==> config.mk <==
export PLATFORM = sky130hd
export DESIGN_NAME = utf8_text_classifier_top
export DESIGN_NICKNAME = d
export VERILOG_FILES = /design/src/design/utc_pkg.sv /design/src/design/utc_in_stage.sv /design/src/design/utc_tracker.sv /design/src/design/utc_out_stage.sv /design/src/design/utf8_text_classifier_top.sv
export SDC_FILE = /design/constraint.sdc
export NUM_CORES = 1
export LEC_CHECK = 0
export ABC_AREA = 1
export BUFFER_PORTS_ARGS = -buffer_cell sky130_fd_sc_hd__buf_2
export CAP_MARGIN = 20
export CORE_MARGIN = 1
export CORE_UTILIZATION = 64
export CTS_BUF_LIST = sky130_fd_sc_hd__clkbuf_8
export DETAILED_ROUTE_END_ITERATION = 7
export PLACE_DENSITY = 0.88
export SYNTH_ARGS = -nofsm -noshare
export SYNTH_HDL_FRONTEND = slang
export SYNTH_SLANG_ARGS = --single-unit
==> constraint.sdc <==
create_clock -name clk -period 2.7 [get_ports clk]
set_clock_uncertainty 0.2 [all_clocks]
set_input_delay 0.54 -clock clk [delete_from_list [all_inputs] [get_ports clk]]
set_output_delay 0.54 -clock clk [all_outputs]
set_load 0.02 [all_outputs]
==> src/design/utc_pkg.sv <==
`timescale 1ns / 1ps
// utc_pkg: shared types and constants of the utf8 text classifier
// no dependencies; imported by every module of the block
package utc_pkg;

    // longest string in bytes before the too_long verdict
    localparam int MAX_LEN = 65535;
    localparam int CNT_W   = $clog2(MAX_LEN + 1);
    // running 10*latin - 9*content lies in [-9*MAX_LEN, MAX_LEN]
    localparam int DIFF_W  = $clog2(9 * MAX_LEN + 1) + 1;

    localparam logic [CNT_W-1:0] MAX_CNT = CNT_W'(MAX_LEN);

    // byte codes
    localparam logic [7:0] BYTE_TAB   = 8'h09;
    localparam logic [7:0] BYTE_SPACE = 8'h20;
    localparam logic [7:0] BYTE_DEL   = 8'h7F;
    localparam logic [7:0] MASK_CONT  = 8'hC0;
    localparam logic [7:0] CODE_CONT  = 8'h80;
    localparam logic [7:0] MASK_LEAD2 = 8'hE0;
    localparam logic [7:0] CODE_LEAD2 = 8'hC0;
    localparam logic [7:0] MASK_LEAD3 = 8'hF0;
    localparam logic [7:0] CODE_LEAD3 = 8'hE0;
    localparam logic [7:0] MASK_LEAD4 = 8'hF8;
    localparam logic [7:0] CODE_LEAD4 = 8'hF0;

    // latin weighting: latin*10 >= content*9
    localparam logic signed [DIFF_W-1:0] DIFF_LATIN = DIFF_W'(1);
    localparam logic signed [DIFF_W-1:0] DIFF_OTHER = -DIFF_W'(9);

    typedef struct packed {
        logic [7:0] byte_value;
        logic       has_byte;
        logic       last;
    } item_t;

    typedef struct packed {
        logic too_long;
        logic mostly_latin;
        logic printable;
        logic valid_utf8;
    } verdict_t;

endpackage

==> src/design/utc_in_stage.sv <==
`timescale 1ns / 1ps
// utc_in_stage: input register of the classifier, one item deep
// uses utc_pkg item type
module utc_in_stage
    import utc_pkg::*;
(
    input  logic  clk,
    input  logic  rst_n,
    input  logic  s_valid,
    output logic  s_ready,
    input  item_t s_item,
    input  logic  pop,
    output logic  item_valid,
    output item_t item
);

    logic  valid_reg;
    logic  valid_next;
    item_t item_reg;

    assign s_ready    = !valid_reg || pop;
    assign item_valid = valid_reg;
    assign item       = item_reg;

    always_comb
    begin
        valid_next = valid_reg;
        if (s_valid && s_ready)
        begin
            valid_next = 1'b1;
        end
        else if (pop)
        begin
            valid_next = 1'b0;
        end
    end

    always_ff @(posedge clk or negedge rst_n)
    begin
        if (!rst_n)
        begin
            valid_reg <= 1'b0;
        end
        else
        begin
            valid_reg <= valid_next;
        end
    end

    // payload, no reset
    always_ff @(posedge clk)
    begin
        if (s_valid && s_ready)
        begin
            item_reg <= s_item;
        end
    end

endmodule

==> src/design/utc_tracker.sv <==
`timescale 1ns / 1ps
// utc_tracker: per-string state and the verdict logic of the classifier
// uses utc_pkg constants and types
module utc_tracker
    import utc_pkg::*;
(
    input  logic     clk,
    input  logic     rst_n,
    input  logic     step,
    input  item_t    item,
    output verdict_t verdict,
    output logic     idle_state
);

    logic [1:0]               pend_reg, pend_next;
    logic                     bad_reg, bad_next;
    logic                     ctrl_reg, ctrl_next;
    logic                     ovf_reg, ovf_next;
    logic                     nz_reg, nz_next;
    logic [CNT_W-1:0]         cnt_reg, cnt_next;
    logic signed [DIFF_W-1:0] diff_reg, diff_next;

    logic [7:0] b;
    logic       is_cont;
    logic       is_control;
    logic       is_content;
    logic       is_latin;
    logic       ok;

    assign b          = item.byte_value;
    assign is_cont    = (b & MASK_CONT) == CODE_CONT;
    assign is_control = (b < BYTE_SPACE && b != BYTE_TAB) || b == BYTE_DEL;
    assign is_content = b != BYTE_SPACE && b != BYTE_TAB;
    assign is_latin   = !is_cont;

    // state after this item, before the end-of-string clear
    always_comb
    begin
        pend_next = pend_reg;
        bad_next  = bad_reg;
        ctrl_next = ctrl_reg;
        ovf_next  = ovf_reg;
        nz_next   = nz_reg;
        cnt_next  = cnt_reg;
        diff_next = diff_reg;
        if (item.has_byte)
        begin
            if (cnt_reg >= MAX_CNT)
            begin
                ovf_next = 1'b1;
            end
            else
            begin
                cnt_next = cnt_reg + CNT_W'(1);
                if (pend_reg != 2'd0)
                begin
                    if (is_cont)
                    begin
                        pend_next = pend_reg - 2'd1;
                    end
                    else
                    begin
                        bad_next = 1'b1;
                    end
                end
                else
                begin
                    priority if (!b[7])
                    begin
                        pend_next = 2'd0;
                    end
                    else if ((b & MASK_LEAD2) == CODE_LEAD2)
                    begin
                        pend_next = 2'd1;
                    end
                    else if ((b & MASK_LEAD3) == CODE_LEAD3)
                    begin
                        pend_next = 2'd2;
                    end
                    else if ((b & MASK_LEAD4) == CODE_LEAD4)
                    begin
                        pend_next = 2'd3;
                    end
                    else
                    begin
                        bad_next = 1'b1;
                    end
                end
                if (is_control)
                begin
                    ctrl_next = 1'b1;
                end
                if (is_content)
                begin
                    nz_next   = 1'b1;
                    diff_next = diff_reg + (is_latin ? DIFF_LATIN : DIFF_OTHER);
                end
            end
        end
    end

    assign ok = !bad_next && pend_next == 2'd0 && !ovf_next;

    assign verdict.valid_utf8   = ok;
    assign verdict.printable    = ok && cnt_next != '0 && !ctrl_next;
    assign verdict.mostly_latin = ok && nz_next && !diff_next[DIFF_W-1];
    assign verdict.too_long     = ovf_next;

    assign idle_state = pend_reg == 2'd0 && !bad_reg && !ctrl_reg && !ovf_reg
                        && !nz_reg && cnt_reg == '0 && diff_reg == '0;

    always_ff @(posedge clk or negedge rst_n)
    begin
        if (!rst_n)
        begin
            pend_reg <= 2'd0;
            bad_reg  <= 1'b0;
            ctrl_reg <= 1'b0;
            ovf_reg  <= 1'b0;
            nz_reg   <= 1'b0;
            cnt_reg  <= '0;
            diff_reg <= '0;
        end
        else if (step)
        begin
            if (item.last)
            begin
                // string ends: start clean
                pend_reg <= 2'd0;
                bad_reg  <= 1'b0;
                ctrl_reg <= 1'b0;
                ovf_reg  <= 1'b0;
                nz_reg   <= 1'b0;
                cnt_reg  <= '0;
                diff_reg <= '0;
            end
            else
            begin
                pend_reg <= pend_next;
                bad_reg  <= bad_next;
                ctrl_reg <= ctrl_next;
                ovf_reg  <= ovf_next;
                nz_reg   <= nz_next;
                cnt_reg  <= cnt_next;
                diff_reg <= diff_next;
            end
        end
    end

endmodule

==> src/design/utc_out_stage.sv <==
`timescale 1ns / 1ps
// utc_out_stage: result register of the classifier, one item deep
// uses utc_pkg verdict type
module utc_out_stage
    import utc_pkg::*;
(
    input  logic     clk,
    input  logic     rst_n,
    input  logic     load,
    input  verdict_t verdict_in,
    output logic     slot_free,
    output logic     m_valid,
    input  logic     m_ready,
    output verdict_t verdict_out
);

    logic     valid_reg;
    logic     valid_next;
    verdict_t verdict_reg;

    assign slot_free   = !valid_reg || m_ready;
    assign m_valid     = valid_reg;
    assign verdict_out = verdict_reg;

    always_comb
    begin
        valid_next = valid_reg;
        if (load)
        begin
            valid_next = 1'b1;
        end
        else if (m_ready)
        begin
            valid_next = 1'b0;
        end
    end

    always_ff @(posedge clk or negedge rst_n)
    begin
        if (!rst_n)
        begin
            valid_reg <= 1'b0;
        end
        else
        begin
            valid_reg <= valid_next;
        end
    end

    always_ff @(posedge clk)
    begin
        if (load)
        begin
            verdict_reg <= verdict_in;
        end
    end

endmodule

==> src/design/utf8_text_classifier_top.sv <==
`timescale 1ns / 1ps
// utf8_text_classifier_top: top level of the utf8 text classifier
// uses utc_pkg, utc_in_stage, utc_tracker, utc_out_stage

// Streams a string in one byte per item and, on the item marked tlast, returns one
// item of four flags: lax utf-8 well formed, printable, mostly latin and too long.
// A byte is carried in s_axis_tdata with s_axis_tuser high; an item with
// s_axis_tuser low carries no byte and, with tlast, marks an empty string or just
// ends the string. Items without tlast give no result. The block takes one item
// every cycle: an input register feeds the per-string state update, whose
// verdict lands in a result register, and the input keeps flowing while a result
// waits, unless a second result would overwrite an untaken one. Strings longer than
// MAX_LEN bytes (utc_pkg) report too_long with all other flags low.
module utf8_text_classifier_top
    import utc_pkg::*;
(
    input  logic       clk,
    input  logic       rst_n,
    input  logic       s_axis_tvalid,
    output logic       s_axis_tready,
    input  logic [7:0] s_axis_tdata,   // [7:0] byte_value
    input  logic       s_axis_tuser,   // [0] has_byte
    input  logic       s_axis_tlast,   // last
    output logic       m_axis_tvalid,
    input  logic       m_axis_tready,
    output logic [7:0] m_axis_tdata    // [0] valid_utf8, [1] printable,
                                       // [2] mostly_latin, [3] too_long, [7:4] zero
);

    item_t    s_item;
    item_t    item;
    logic     item_valid;
    logic     slot_free;
    logic     step;
    logic     idle_state;
    verdict_t verdict;
    verdict_t verdict_out;

    assign s_item.byte_value = s_axis_tdata;
    assign s_item.has_byte   = s_axis_tuser;
    assign s_item.last       = s_axis_tlast;

    // an item moves on unless it ends a string and the result slot is taken
    assign step = item_valid && (!item.last || slot_free);

    utc_in_stage u_in
    (
        .clk        (clk),
        .rst_n      (rst_n),
        .s_valid    (s_axis_tvalid),
        .s_ready    (s_axis_tready),
        .s_item     (s_item),
        .pop        (step),
        .item_valid (item_valid),
        .item       (item)
    );

    utc_tracker u_track
    (
        .clk        (clk),
        .rst_n      (rst_n),
        .step       (step),
        .item       (item),
        .verdict    (verdict),
        .idle_state (idle_state)
    );

    // results only on the end-of-string item
    utc_out_stage u_out
    (
        .clk         (clk),
        .rst_n       (rst_n),
        .load        (step && item.last),
        .verdict_in  (verdict),
        .slot_free   (slot_free),
        .m_valid     (m_axis_tvalid),
        .m_ready     (m_axis_tready),
        .verdict_out (verdict_out)
    );

    assign m_axis_tdata = {4'b0000, verdict_out};

    // too_long forces the other verdicts low
    assert property (@(posedge clk) disable iff (!rst_n)
        m_axis_tvalid && m_axis_tdata[3] |-> m_axis_tdata[2:0] == 3'b000)
        else $error("too_long result with a verdict set");

    // printable and mostly latin both need a well formed string
    assert property (@(posedge clk) disable iff (!rst_n)
        m_axis_tvalid && (m_axis_tdata[1] || m_axis_tdata[2]) |-> m_axis_tdata[0])
        else $error("verdict set on malformed string");

    // state starts clean after an end-of-string item
    assert property (@(posedge clk) disable iff (!rst_n)
        step && item.last |=> idle_state)
        else $error("string state not cleared");

    // an empty input register always accepts
    assert property (@(posedge clk) disable iff (!rst_n)
        !item_valid |-> s_axis_tready)
        else $error("input stalled while empty");

endmodule

==> impl_results.md <==
- First-pass DRT Iterations: 5
- Status: finished, violations left
- MaxCap Viol Count: 0
- GPL Wtd Cong: 1.03
- CTS H-tree lvls: 3
- I/O Pins: 24
- Final-report setup violation count: 1
- Setup TNS Final: -0.0148 ns
- Clock Sinks: 59
- Count leader, synth: nand2_1
- Fin crit share: 1.01
- Startpoint types: flip-flop
- Fmax: approximately 0.37 GHz
- Mapped Cells: 620
- Via count: about 4400
- Area Overhead vs Synth: 11.8%
- WL final: roughly 12000 um
- Clock buffer depth: 2
- Tot Pwr: roughly 2800 uW
- Min Tclk post-route: roughly 2.7 ns
- GRT Total Usage: 0.348
- Post-synth ARST share: 0.763
- Core area: between 0.006 and 0.007 mm2
- Chip width: about 83 um
- GRT overflow: 0
- Sequential area share after synthesis: 0.364
- Worst-Margin Slew: about 0.55 ns
- Power Density: between 500 and 600 mW/mm2
- TritonCTS clock tree: done
- Synthesized flop and latch total: 59
- DRT iter0 DRCs: roughly 560
- Remaining DRCs: 0
- Worst-skew pair later-pin latency: approximately 0.35 ns
- Largest cells by area after synthesis: dfrtp_1 (27%), nand2_1 (16%), edfxtp_1 (9.9%)
- Biggest area consumer among synthesized cells: dfrtp_1
- Final worst slack: -0.0148 ns
- Arr. time, crit path: between 2 and 3 ns
- Die Y: 83.4 um
- Max reg flops: 21
- Post-layout util: 0.743
- Hold WS: roughly 0.17 ns
- Final nets: 671
- Crit path required time: about 2.7 ns
- Routed wire length per instance: between 15 and 20 um
- Predominant post-synthesis flop cell: dfrtp_1
- P_leak: about 0.0023 uW
- Post-Syn Area: between 0.004 and 0.005 mm2
- CTS Buf Count: 9
- First-pass GRT wire length: about 19000 um
- Netlist cell types: 39
- Final number of max-transition violations: 0
- CP max FO: 7
- Largest net degree at the start of global routing: 26
- Row Count: 29
- EDFF count, synth: 14
- Leading cell types by count after synthesis: nand2_1 (183), inv_1 (76), nor2_1 (63)
- Worst-path clk slew: ~0.08 ns
- Layout cell share with drive strength beyond 1: 0.145
- Port bufs: 19
- Ys Warns: 0
- Placed wire-length estimate after detailed placement: just over 8000 um
- Initial antenna violation count: 0
- Diode count: 0
- Vias in the first global route: 4199
- Worst hold-check path type: in -> reg
- DP Worst Slack: approximately 0.049 ns
- Antenna-violating nets left: 0
- Post-Syn Area per Cell: just under 7 um2
- Failing checks: setup timing
- Worst setup EP type: flip-flop
- Avg Vias per Cell: ~6.1
- Peak supply drop: approximately 450 uV
- CTS root buffer: clkbuf_8
- Worst slew margin: 0.634
- Post-synth top area share: 0.265
- Initial Util: 0.665
- Final hold vios: 0
- Worst Path Class, Setup: reg -> reg
- RSZ-0062 raised after global routing: true
- Die Area: 0.00696 mm2
## through the flow
step / area (um2) / cells
2_1_floorplan: 4260 / 623
3_3_place_gp: 4420 / 712
3_5_place_dp: 4420 / 712
4_1_cts: 4680 / 729
5_1_grt: 4740 / 734
6_report: 4740 / 734
## where the power goes
part           leakage (uW)  switching (uW)  internal, uW
clock network      0.000120             403           619
logic               0.00143             476           228
registers          0.000742            88.9          1010
## per-layer routing
metal / wire length [um] / GRT usage / part of all wire / up-vias
met1: 4820 / 0.459 / 0.41 / 2030
li1: - / - / - / 2071
met2: 5260 / 0.550 / 0.45 / 285
met3: 1140 / 0.0676 / 0.098 / 55
met5: 0 / 0 / 0 / -
met4: 434 / 0.176 / 0.037 / 0
## worst paths after layout
path	from	to	slack [ns]	cells after the start
min in group asynchronous	rst_n	u_track.diff_reg[14]	0.51	2
max reg2reg	u_track.cnt_reg[1]	u_out.verdict_out[1]	-0.01	12
max in group asynchronous	rst_n	u_track.cnt_reg[3]	1.14	3
min reg2reg	u_track.diff_reg[18]	u_track.diff_reg[18]	0.31	2
max	u_track.cnt_reg[1]	u_out.verdict_out[1]	-0.01	12
min	s_axis_tlast	u_in.item[0]	0.17	1
## worst max-delay path, stage by stage (launching register included)
cell        delay (ns)
dfrtp_1           0.39
ha_1              0.20
nand2_1           0.15
nor2_4            0.17
nand3_2           0.15
o21ai_4           0.21
clkinvlp_4        0.22
buf_4             0.22
buf_4             0.13
a21o_1            0.16
inv_1             0.08
nand2_1           0.07
a21oi_1           0.19
## placed cells by master (no fill, tap or decap), types with 10 or more instances in the layout
master,count
a21oi_1,30
nand4_1,10
buf_4,15
o22ai_1,17
dfrtp_1,45
nor2_1,63
inv_2,11
nand2_1,182
edfxtp_1,14
o21ai_0,34
o21ai_1,12
inv_1,75
nand3_1,34
buf_2,19
## area by class of cell
type	instances	area, um2
multi-input combinational	457	2260
fill	465	1640
sequential	59	1550
inverter	88	334
timing repair buffer	37	258
clock buffer	9	124
clock inverter	7	124
tap	77	96.3
## repair_timing
action                     4_1_cts  5_1_grt
setup buffers                    0        5
pin swaps                        0        1
setup endpoints to repair        1        6
resized for setup                1        7
hold buffers                     1        0
hold endpoints to repair        20        0
## cells by family after synthesis
| logic type | after synthesis | share of synthesized area |
|---|---|---|
| AND/OR/NAND/NOR | 325 | 0.333 |
| AO/OA/AOI/OAI | 114 | 0.157 |
| buffers and inverters | 107 | 0.111 |
| flip-flops | 59 | 0.364 |
| XOR/XNOR | 9 | 0.0186 |
| adder cells (fa/ha/maj) | 5 | 0.0147 |
| other | 1 | 0.000884 |
(Power assumes the default switching activity.)
